<file path="config.mk">
export PLATFORM = sky130hd
export DESIGN_NAME = template_slot_directory
export DESIGN_NICKNAME = d
export VERILOG_FILES = /design/src/hw/rtl/tsd_pkg.sv /design/src/hw/rtl/template_slot_directory.sv /design/src/hw/rtl/tsd_cell.sv /design/src/hw/rtl/tsd_ctrl.sv
export SDC_FILE = /design/constraint.sdc
export NUM_CORES = 1
export LEC_CHECK = 0
export ABC_AREA = 1
export BUFFER_PORTS_ARGS = -buffer_cell sky130_fd_sc_hd__buf_4
export CORE_MARGIN = 1
export CORE_UTILIZATION = 40
export CTS_CLUSTER_SIZE = 10
export DETAILED_ROUTE_END_ITERATION = 8
export PLACE_DENSITY = 0.64
export SLEW_MARGIN = 20
export SYNTH_ARGS = -nofsm -noshare
export SYNTH_HDL_FRONTEND = slang
export SYNTH_HIERARCHICAL = 1
export SYNTH_SLANG_ARGS = --single-unit
</file>
<file path="constraint.sdc">
create_clock -name clk -period 48.5 [get_ports clk]
set_clock_uncertainty 0.1 [all_clocks]
set_input_delay 2.425 -clock clk [delete_from_list [all_inputs] [get_ports clk]]
set_output_delay 2.425 -clock clk [all_outputs]
set_load 0.03 [all_outputs]
</file>
<file path="src/hw/rtl/tsd_pkg.sv">
// ----------------------------------------------------------------------------
// tsd_pkg
// types and codes shared by the template slot directory modules
// ----------------------------------------------------------------------------
package tsd_pkg;

  // slot state codes (code 3 is never written and reads as empty)
  localparam logic [1:0] SLOT_EMPTY   = 2'd0;
  localparam logic [1:0] SLOT_ACTIVE  = 2'd1;
  localparam logic [1:0] SLOT_DELETED = 2'd2;

  // command codes
  localparam logic [1:0] OP_SAVE    = 2'd0;
  localparam logic [1:0] OP_DEL_ID  = 2'd1;
  localparam logic [1:0] OP_DEL_ALL = 2'd2;
  localparam logic [1:0] OP_LIST    = 2'd3;

  // result status codes
  localparam logic [1:0] STAT_OK      = 2'd0;
  localparam logic [1:0] STAT_NO_SLOT = 2'd1;
  localparam logic [1:0] STAT_BAD_LEN = 2'd2;

  // most results one list command reports
  localparam int MAX_LIST = 16;
  localparam int CNT_W    = $clog2(MAX_LIST + 1);

  // one directory slot
  typedef struct packed {
    logic [1:0]  st;
    logic [15:0] key;
    logic [7:0]  kind;
    logic [12:0] nbytes;
  } slot_t;

  typedef enum logic [1:0] {
    ST_IDLE,
    ST_SCAN,
    ST_WRITE,
    ST_RESP
  } fsm_t;

endpackage

</file>
<file path="src/hw/rtl/template_slot_directory.sv">
// ----------------------------------------------------------------------------
// template_slot_directory
// directory of fixed template slots (empty, active or tombstoned) kept in a
// ring of slot cells that rotates past a command sequencer
// ----------------------------------------------------------------------------
//
//   channel   direction  handshake             payload
//   in_       input      in_valid / in_stall   opcode, template key/kind/bytes
//   out_      output     out_valid / out_stall status, slot index, found,
//                                              entry key/kind/bytes, last
//
// each transaction rotates the ring once between being accepted and posting
// its final result; a save that finds a slot rotates a second time to write
// it, and a save with a bad length skips the ring entirely
// reset (synchronous, rst_n low) marks every slot empty and the directory
// unformatted at once; no clearing pass is needed
// a stalled output holds the list scan at the next reported slot; one more
// result waits in the output register while the next transaction is taken
//
module template_slot_directory import tsd_pkg::*; #(
  parameter int NUM_SLOTS  = 16,
  parameter int SLOT_BYTES = 4096
) (
  input  logic        clk,
  input  logic        rst_n,
  input  logic        in_valid,
  output logic        in_stall,
  input  logic [1:0]  in_opcode,
  input  logic [15:0] in_template_key,
  input  logic [7:0]  in_template_kind,
  input  logic [12:0] in_template_bytes,
  output logic        out_valid,
  input  logic        out_stall,
  output logic [1:0]  out_status,
  output logic [3:0]  out_slot_index,
  output logic        out_found,
  output logic [15:0] out_entry_key,
  output logic [7:0]  out_entry_kind,
  output logic [12:0] out_entry_bytes,
  output logic        out_last
);

  // ring of slots: cell 0 is the head seen by the sequencer, the slot it
  // writes back enters at the tail, so a full rotation restores the order
  slot_t cell_q [NUM_SLOTS];
  slot_t cell_d [NUM_SLOTS];
  slot_t wb;
  logic  shift_en;

  for (genvar i = 0; i < NUM_SLOTS; i++) begin : g_cell
    if (i == NUM_SLOTS - 1) begin : g_tail
      assign cell_d[i] = wb;
    end else begin : g_mid
      assign cell_d[i] = cell_q[i + 1];
    end

    tsd_cell u_cell (
      .clk      (clk),
      .rst_n    (rst_n),
      .shift_en (shift_en),
      .d_in     (cell_d[i]),
      .q        (cell_q[i])
    );
  end

  // sequencer: slot search, tombstoning, list and the result register
  tsd_ctrl #(
    .NUM_SLOTS  (NUM_SLOTS),
    .SLOT_BYTES (SLOT_BYTES)
  ) u_ctrl (
    .clk               (clk),
    .rst_n             (rst_n),
    .in_valid          (in_valid),
    .in_stall          (in_stall),
    .in_opcode         (in_opcode),
    .in_template_key   (in_template_key),
    .in_template_kind  (in_template_kind),
    .in_template_bytes (in_template_bytes),
    .head              (cell_q[0]),
    .shift_en          (shift_en),
    .wb                (wb),
    .out_valid         (out_valid),
    .out_stall         (out_stall),
    .out_status        (out_status),
    .out_slot_index    (out_slot_index),
    .out_found         (out_found),
    .out_entry_key     (out_entry_key),
    .out_entry_kind    (out_entry_kind),
    .out_entry_bytes   (out_entry_bytes),
    .out_last          (out_last)
  );

endmodule

</file>
<file path="src/hw/rtl/tsd_cell.sv">
// ----------------------------------------------------------------------------
// tsd_cell
// one slot of the directory ring, takes its input slot on each shift (its neighbor's, or the write-back at the tail)
// ----------------------------------------------------------------------------
module tsd_cell import tsd_pkg::*; (
  input  logic  clk,
  input  logic  rst_n,
  input  logic  shift_en,
  input  slot_t d_in,
  output slot_t q
);

  logic [1:0]  st_r;
  logic [15:0] key_r;
  logic [7:0]  kind_r;
  logic [12:0] nbytes_r;

  always_ff @(posedge clk) begin
    if (!rst_n) begin
      st_r <= SLOT_EMPTY;
    end else if (shift_en) begin
      st_r <= d_in.st;
    end
  end

  always_ff @(posedge clk) begin
    if (shift_en) begin
      key_r    <= d_in.key;
      kind_r   <= d_in.kind;
      nbytes_r <= d_in.nbytes;
    end
  end

  assign q = '{st: st_r, key: key_r, kind: kind_r, nbytes: nbytes_r};

endmodule

</file>
<file path="src/hw/rtl/tsd_ctrl.sv">
// ----------------------------------------------------------------------------
// tsd_ctrl
// command sequencer at the head of the slot ring, with result register
// ----------------------------------------------------------------------------
module tsd_ctrl import tsd_pkg::*; #(
  parameter int NUM_SLOTS  = 16,
  parameter int SLOT_BYTES = 4096,
  localparam int IDX_W     = (NUM_SLOTS > 1) ? $clog2(NUM_SLOTS) : 1
) (
  input  logic        clk,
  input  logic        rst_n,
  input  logic        in_valid,
  output logic        in_stall,
  input  logic [1:0]  in_opcode,
  input  logic [15:0] in_template_key,
  input  logic [7:0]  in_template_kind,
  input  logic [12:0] in_template_bytes,
  input  slot_t       head,
  output logic        shift_en,
  output slot_t       wb,
  output logic        out_valid,
  input  logic        out_stall,
  output logic [1:0]  out_status,
  output logic [3:0]  out_slot_index,
  output logic        out_found,
  output logic [15:0] out_entry_key,
  output logic [7:0]  out_entry_kind,
  output logic [12:0] out_entry_bytes,
  output logic        out_last
);

  function automatic logic [3:0] idx4(input logic [IDX_W-1:0] v);
    logic [IDX_W+3:0] e;
    e = {4'b0, v};
    return e[3:0];
  endfunction

  fsm_t             state_r, state_nxt;
  logic             formatted_r, formatted_nxt;
  logic [1:0]       op_r, op_nxt;
  logic [15:0]      key_r, key_nxt;
  logic [7:0]       kind_r, kind_nxt;
  logic [12:0]      bytes_r, bytes_nxt;
  logic [IDX_W-1:0] pos_r, pos_nxt;
  logic             hit_r, hit_nxt;
  logic [IDX_W-1:0] hit_idx_r, hit_idx_nxt;
  logic             emp_v_r, emp_v_nxt;
  logic [IDX_W-1:0] emp_idx_r, emp_idx_nxt;
  logic             del_v_r, del_v_nxt;
  logic [IDX_W-1:0] del_idx_r, del_idx_nxt;
  logic [1:0]       res_status_r, res_status_nxt;
  logic             res_found_r, res_found_nxt;
  logic [IDX_W-1:0] res_idx_r, res_idx_nxt;
  logic             pend_v_r, pend_v_nxt;
  slot_t            pend_r, pend_nxt;
  logic [IDX_W-1:0] pend_idx_r, pend_idx_nxt;
  logic [CNT_W-1:0] cnt_r, cnt_nxt;

  logic             out_valid_r, out_valid_nxt;
  logic [1:0]       out_status_r, out_status_nxt;
  logic [3:0]       out_idx_r, out_idx_nxt;
  logic             out_found_r, out_found_nxt;
  logic [15:0]      out_key_r, out_key_nxt;
  logic [7:0]       out_kind_r, out_kind_nxt;
  logic [12:0]      out_bytes_r, out_bytes_nxt;
  logic             out_last_r, out_last_nxt;

  logic out_load, out_free, last_pos, head_used, key_eq, list_ok, bad_len, blocked;

  assign out_free  = !out_valid_r || !out_stall;
  assign last_pos  = (pos_r == IDX_W'(NUM_SLOTS - 1));
  assign head_used = (head.st == SLOT_ACTIVE) || (head.st == SLOT_DELETED);
  assign key_eq    = (head.key == key_r);
  assign list_ok   = formatted_r && (head.st == SLOT_ACTIVE) && (head.nbytes != 13'd0) &&
                     (32'(head.nbytes) <= 32'(SLOT_BYTES)) && (cnt_r < CNT_W'(MAX_LIST));
  assign bad_len   = (in_template_bytes == 13'd0) ||
                     (32'(in_template_bytes) > 32'(SLOT_BYTES));
  assign in_stall  = (state_r != ST_IDLE);

  always_comb begin
    state_nxt      = state_r;
    formatted_nxt  = formatted_r;
    op_nxt         = op_r;
    key_nxt        = key_r;
    kind_nxt       = kind_r;
    bytes_nxt      = bytes_r;
    pos_nxt        = pos_r;
    hit_nxt        = hit_r;
    hit_idx_nxt    = hit_idx_r;
    emp_v_nxt      = emp_v_r;
    emp_idx_nxt    = emp_idx_r;
    del_v_nxt      = del_v_r;
    del_idx_nxt    = del_idx_r;
    res_status_nxt = res_status_r;
    res_found_nxt  = res_found_r;
    res_idx_nxt    = res_idx_r;
    pend_v_nxt     = pend_v_r;
    pend_nxt       = pend_r;
    pend_idx_nxt   = pend_idx_r;
    cnt_nxt        = cnt_r;
    shift_en       = 1'b0;
    wb             = head;
    blocked        = 1'b0;
    out_load       = 1'b0;
    out_status_nxt = out_status_r;
    out_idx_nxt    = out_idx_r;
    out_found_nxt  = out_found_r;
    out_key_nxt    = out_key_r;
    out_kind_nxt   = out_kind_r;
    out_bytes_nxt  = out_bytes_r;
    out_last_nxt   = out_last_r;

    unique case (state_r)
      ST_IDLE: begin
        if (in_valid) begin
          op_nxt         = in_opcode;
          key_nxt        = in_template_key;
          kind_nxt       = in_template_kind;
          bytes_nxt      = in_template_bytes;
          pos_nxt        = '0;
          hit_nxt        = 1'b0;
          emp_v_nxt      = 1'b0;
          del_v_nxt      = 1'b0;
          res_status_nxt = STAT_OK;
          res_found_nxt  = 1'b0;
          res_idx_nxt    = '0;
          pend_v_nxt     = 1'b0;
          cnt_nxt        = '0;
          if (in_opcode == OP_SAVE && bad_len) begin
            res_status_nxt = STAT_BAD_LEN;
            state_nxt      = ST_RESP;
          end else begin
            if (in_opcode == OP_SAVE) begin
              formatted_nxt = 1'b1;
            end
            state_nxt = ST_SCAN;
          end
        end
      end

      ST_SCAN: begin
        case (op_r)
          OP_SAVE: begin
            if (!hit_r) begin
              if (head_used && key_eq) begin
                hit_nxt     = 1'b1;
                hit_idx_nxt = pos_r;
              end else if (!head_used && !emp_v_r) begin
                emp_v_nxt   = 1'b1;
                emp_idx_nxt = pos_r;
              end else if (head.st == SLOT_DELETED && !del_v_r) begin
                del_v_nxt   = 1'b1;
                del_idx_nxt = pos_r;
              end
            end
          end
          OP_DEL_ID: begin
            if (formatted_r && !res_found_r && head.st == SLOT_ACTIVE && key_eq) begin
              wb.st         = SLOT_DELETED;
              res_found_nxt = 1'b1;
              res_idx_nxt   = pos_r;
            end
          end
          OP_DEL_ALL: begin
            if (formatted_r && head.st == SLOT_ACTIVE) begin
              wb.st         = SLOT_DELETED;
              res_found_nxt = 1'b1;
            end
          end
          default: begin
            if (list_ok) begin
              if (pend_v_r && !out_free) begin
                blocked = 1'b1;
              end else begin
                if (pend_v_r) begin
                  // previous entry is not the final one
                  out_load       = 1'b1;
                  out_status_nxt = STAT_OK;
                  out_idx_nxt    = idx4(pend_idx_r);
                  out_found_nxt  = 1'b1;
                  out_key_nxt    = pend_r.key;
                  out_kind_nxt   = pend_r.kind;
                  out_bytes_nxt  = pend_r.nbytes;
                  out_last_nxt   = 1'b0;
                end
                pend_v_nxt   = 1'b1;
                pend_nxt     = head;
                pend_idx_nxt = pos_r;
                cnt_nxt      = cnt_r + CNT_W'(1);
              end
            end
          end
        endcase

        if (!blocked) begin
          shift_en = 1'b1;
          pos_nxt  = last_pos ? '0 : pos_r + IDX_W'(1);
          if (last_pos) begin
            state_nxt = ST_RESP;
            if (op_r == OP_SAVE) begin
              if (hit_nxt || emp_v_nxt || del_v_nxt) begin
                res_found_nxt = 1'b1;
                res_idx_nxt   = hit_nxt ? hit_idx_nxt : (emp_v_nxt ? emp_idx_nxt : del_idx_nxt);
                state_nxt     = ST_WRITE;
              end else begin
                res_status_nxt = STAT_NO_SLOT;
              end
            end
          end
        end
      end

      ST_WRITE: begin
        shift_en = 1'b1;
        if (pos_r == res_idx_r) begin
          wb = '{st: SLOT_ACTIVE, key: key_r, kind: kind_r, nbytes: bytes_r};
        end
        pos_nxt = last_pos ? '0 : pos_r + IDX_W'(1);
        if (last_pos) begin
          state_nxt = ST_RESP;
        end
      end

      ST_RESP: begin
        if (out_free) begin
          out_load       = 1'b1;
          out_last_nxt   = 1'b1;
          out_status_nxt = res_status_r;
          out_key_nxt    = '0;
          out_kind_nxt   = '0;
          out_bytes_nxt  = '0;
          if (op_r == OP_LIST) begin
            out_found_nxt = pend_v_r;
            out_idx_nxt   = pend_v_r ? idx4(pend_idx_r) : 4'd0;
            if (pend_v_r) begin
              out_key_nxt   = pend_r.key;
              out_kind_nxt  = pend_r.kind;
              out_bytes_nxt = pend_r.nbytes;
            end
          end else begin
            out_found_nxt = res_found_r;
            out_idx_nxt   = res_found_r ? idx4(res_idx_r) : 4'd0;
          end
          pend_v_nxt = 1'b0;
          state_nxt  = ST_IDLE;
        end
      end

      default: state_nxt = ST_IDLE;
    endcase

    out_valid_nxt = out_load ? 1'b1 : (out_valid_r && out_stall);
  end

  always_ff @(posedge clk) begin
    if (!rst_n) begin
      state_r     <= ST_IDLE;
      formatted_r <= 1'b0;
      pend_v_r    <= 1'b0;
      cnt_r       <= '0;
      out_valid_r <= 1'b0;
    end else begin
      state_r     <= state_nxt;
      formatted_r <= formatted_nxt;
      pend_v_r    <= pend_v_nxt;
      cnt_r       <= cnt_nxt;
      out_valid_r <= out_valid_nxt;
    end
  end

  always_ff @(posedge clk) begin
    op_r         <= op_nxt;
    key_r        <= key_nxt;
    kind_r       <= kind_nxt;
    bytes_r      <= bytes_nxt;
    pos_r        <= pos_nxt;
    hit_r        <= hit_nxt;
    hit_idx_r    <= hit_idx_nxt;
    emp_v_r      <= emp_v_nxt;
    emp_idx_r    <= emp_idx_nxt;
    del_v_r      <= del_v_nxt;
    del_idx_r    <= del_idx_nxt;
    res_status_r <= res_status_nxt;
    res_found_r  <= res_found_nxt;
    res_idx_r    <= res_idx_nxt;
    pend_r       <= pend_nxt;
    pend_idx_r   <= pend_idx_nxt;
    out_status_r <= out_status_nxt;
    out_idx_r    <= out_idx_nxt;
    out_found_r  <= out_found_nxt;
    out_key_r    <= out_key_nxt;
    out_kind_r   <= out_kind_nxt;
    out_bytes_r  <= out_bytes_nxt;
    out_last_r   <= out_last_nxt;
  end

  assign out_valid       = out_valid_r;
  assign out_status      = out_status_r;
  assign out_slot_index  = out_idx_r;
  assign out_found       = out_found_r;
  assign out_entry_key   = out_key_r;
  assign out_entry_kind  = out_kind_r;
  assign out_entry_bytes = out_bytes_r;
  assign out_last        = out_last_r;

  // an accepted transaction always leaves idle
  a_accept_busy: assert property (@(posedge clk) disable iff (!rst_n)
    (in_valid && !in_stall) |=> (state_r != ST_IDLE))
    else $error("accepted transaction did not start");

  // the write pass only runs with a chosen slot
  a_write_sel: assert property (@(posedge clk) disable iff (!rst_n)
    (state_r == ST_WRITE) |-> res_found_r)
    else $error("write pass without a chosen slot");

  // list never captures more than its limit
  a_list_cap: assert property (@(posedge clk) disable iff (!rst_n)
    cnt_r <= CNT_W'(MAX_LIST))
    else $error("list count over limit");

  // mid-scan results come from list only and are never final
  a_scan_emit: assert property (@(posedge clk) disable iff (!rst_n)
    (out_load && state_r == ST_SCAN) |-> (op_r == OP_LIST && !out_last_nxt))
    else $error("unexpected mid-scan result");

endmodule

</file>
==> impl_metrics.yaml <==
status:
  status: "finished, final reports clean"
clock_tree:
  cts_made_buffers: 89
  postCtsHoldBufs: 0
  numClockSinks: 785
  htreeDepth: 3
  cts_setup_buffers: 0
  clk_latency_ps: 630
  cts_tree: "built"
  cts.repair.resized: 0
  clkSlewWorstSetupHoldPaths_ps: 50
  clock_path_buffers: 3
  cts_root_buf: "clkbuf_16"
global_route:
  grt-ovfl-total: 0
  grt_start_max_net_pins: 218
  grt_pass1_vias: 11620
  grt_pass1_wl_mm: 64.03
  grt_util_met3_pct: 3.061
  grt_use_total_pct: 12.44
  top_usage_layer: "met1"
  use_met1_pct: 18.26
  antenna_found_initial: 2
  grtUsageMet2_pct: 17.88
logic_synthesis:
  synth-edff-count: 743
  syn_nets: 1530
  avgSynthCellArea_sq_um: 17.86
  syn_area_sq_um: 26300
  ys_seq_elements: 785
  yosysTopAreaCell: "edfxtp_1"
  synth_top_area_share_pct: 84.83
  async_flop_share_pct: 0
  yosys_most_used_dff: "edfxtp_1"
  synth_common_cells: "edfxtp_1 (743), nand2_1 (192), nor2_1 (165), inv_1 (153), dfxtp_1 (42)"
  synthCells: 1473
  yosysSeqAreaShare_pct: 88.02
  synth.area.top_cells: "edfxtp_1 (85%), dfxtp_1 (3.2%), nand2_1 (2.7%), nor2_1 (2.4%), inv_1 (2.2%)"
  synth_most_common_cell: "edfxtp_1"
  ys.warnings.count: 6
  synth_cell_types: 34
timing:
  hold_viol: 0
  slew_headroom_pct: 27.81
  finalCriticalPeriod_ps: 6424
  max_clock_freq_mhz: 155.7
  grt_setup_unrepaired: "no"
  drv_slew: 0
  setup_viol: 0
  tns_ps: 0
  fin_ws_ps: 42080
  period_share_pct: 13.24
  worst_slew_pin_slew_ps: 1083
finish:
  stdcell_area_sq_um: 30650
  drive_gt1_share_pct: 13.97
  area_delta_synth_final_pct: 16.53
  antenna_cells: 0
  nets: 1709
routing:
  wl_per_cell_microns: 15.88
  routed_via_density: 4.616
  drt_iter0_drc: 896
  vias: 11740
  drcViolationCount: 0
  drt_wl_total_mm: 40.39
  final_antenna_net_count: 0
  dr.pass1.iters: 5
hold_path:
  min_to: "g_cell[7].u_cell/key_r[2]"
  hold_depth: 0
  hp-start: "g_cell[8].u_cell/key_r[2]"
  min_path_type: "reg2reg"
setup_path:
  crit_top_cell: "buf_4"
  worstSetupStartpointType: "input port"
  endpoint_kind: "register"
  r2r_setup_slack_ps: 42700
  r2r-start: "g_cell[0].u_cell/nbytes_r[8]"
  worstPathCellList: "buf_4, nand2_1, nor2_1, nand3_1, a21oi_1, nor2_4, buf_12, buf_4, buf_6, buf_4"
  crit_type: "in2reg"
  max_stage_delay_ps: 900
  cpMaxStageDelayCell: "buf_4"
  worstReg2RegEnd: "g_cell[0].u_cell/key_r[8]"
  critPathMaxFanout: 217
  reg2reg_depth: 11
  cp.required_ps: 48640
  worstPathArrival_ps: 6560
placement:
  pre_cts_slack_ps: 41100
  port_buffers: 89
  post_dp_cell_area_sq_um: 28130
  dp_hpwl_mm: 23.02
  gp_congestion: 0.7944
floorplanning:
  core_area_sq_um: 64700
  die_area_sq_um: 66790
  start_util_pct: 40.66
  fp.dieW_microns: 258.4
  num_rows: 93
  pin_count: 90
  fp.dieH_microns: 258.4
power_and_ir_drop:
  p_per_area_nw_per_um2: 61.03
  peakVddDrop_uv: 39.66
  p_leak_nw: 10.68
job:
  cap_violations: 0
==> flip-flops by register name, indices dropped and copies added, names as in the netlist, 4 cells and up <==
signal                  count
g_cell.u_cell/nbytes_r    208
g_cell.u_cell/key_r       256
u_ctrl/del_idx_r            4
u_ctrl/pend_r              37
g_cell.u_cell/kind_r      128
u_ctrl/out_entry_bytes     13
u_ctrl/res_idx_r            4
u_ctrl/out_entry_key       16
u_ctrl/pos_r                4
u_ctrl/out_entry_kind       8
u_ctrl/pend_idx_r           4
u_ctrl/emp_idx_r            4
u_ctrl/cnt_r                5
u_ctrl/kind_r               8
u_ctrl/key_r               16
u_ctrl/out_slot_index       4
g_cell.u_cell/st_r         32
u_ctrl/hit_idx_r            4
u_ctrl/bytes_r             13
==> kinds of logic after synthesis <==
logic type               count (synthesis)  share of synthesized area (%)
XOR/XNOR                                 8                         0.2664
flip-flops                             785                          88.02
buffers and inverters                  167                          2.397
AO/OA/AOI/OAI                           88                          1.851
adder cells (fa/ha/maj)                 14                         0.6660
multiplexers                            16                         0.6850
AND/OR/NAND/NOR                        395                          6.113
==> cell usage in the layout (no fill, tap or decap), drive strengths merged, types with 16 or more instances in the layout <==
master    n
mux2     16
a21oi    37
o21ai    41
inv     155
nand2   193
dfxtp    42
clkbuf  119
nor2    168
nand3    20
edfxtp  743
buf     101
==> stage by stage <==
step | power, W | hold WS (ps) | utilization, % | instances
5_1_grt | 0.001965 | 303.7 | 47.37 | 2544
3_5_place_dp | 0.001302 | 304.5 | 43.47 | 2416
4_1_cts | 0.001896 | 299.1 | 47.36 | 2544
2_1_floorplan | 0.001474 | 300.3 | - | 1473
6_report | 0.001871 | 300.7 | 47.37 | 2544
3_3_place_gp | 0.001288 | 300.3 | 43.47 | 2416
==> power by group <==
group | internal, W | total, W | leakage (nW) | switching, W
sequential | 0.000988 | 0.00104 | 7.15 | 0.0000529
combinational | 0.0000552 | 0.000245 | 2.31 | 0.000190
clock | 0.000340 | 0.000585 | 1.21 | 0.000245
==> layout make-up <==
cell class                      instances  area (sq um)
Clock buffer                          119          2371
Clock inverter                          9         143.9
Fill cell                            5409         34050
Inverter                              154         578.1
Multi-Input combinational cell        521          2556
Sequential cell                       785         23150
Tap cell                              855          1070
Timing Repair Buffer                  101         778.2
==> layer usage <==
layer | wire length, microns | up-vias
li1 | - | 5579
met1 | 19550 | 5829
met2 | 17730 | 267
met3 | 2187 | 69
met4 | 920 | 0
met5 | 0 | -
==> worst max-delay path by stage <==
stage,from,end
4_1_cts,out_stall,g_cell[0].u_cell/key_r[6]
3_5_place_dp,out_stall,g_cell[0].u_cell/key_r[8]
3_3_place_gp,out_stall,g_cell[0].u_cell/key_r[8]
6_report,out_stall,g_cell[0].u_cell/key_r[8]
2_1_floorplan,out_stall,g_cell[0].u_cell/key_r[0]
5_1_grt,out_stall,g_cell[5].u_cell/key_r[11]
==> worst max-delay path, delay by kind of cell <==
kind / cells / cell delay, ps
buffers and inverters: 5 / 3230
and+or+nand+nor: 4 / 470
AOI/OAI and AO/OA: 1 / 120
No activity file was read; power rests on OpenSTA's default activity.
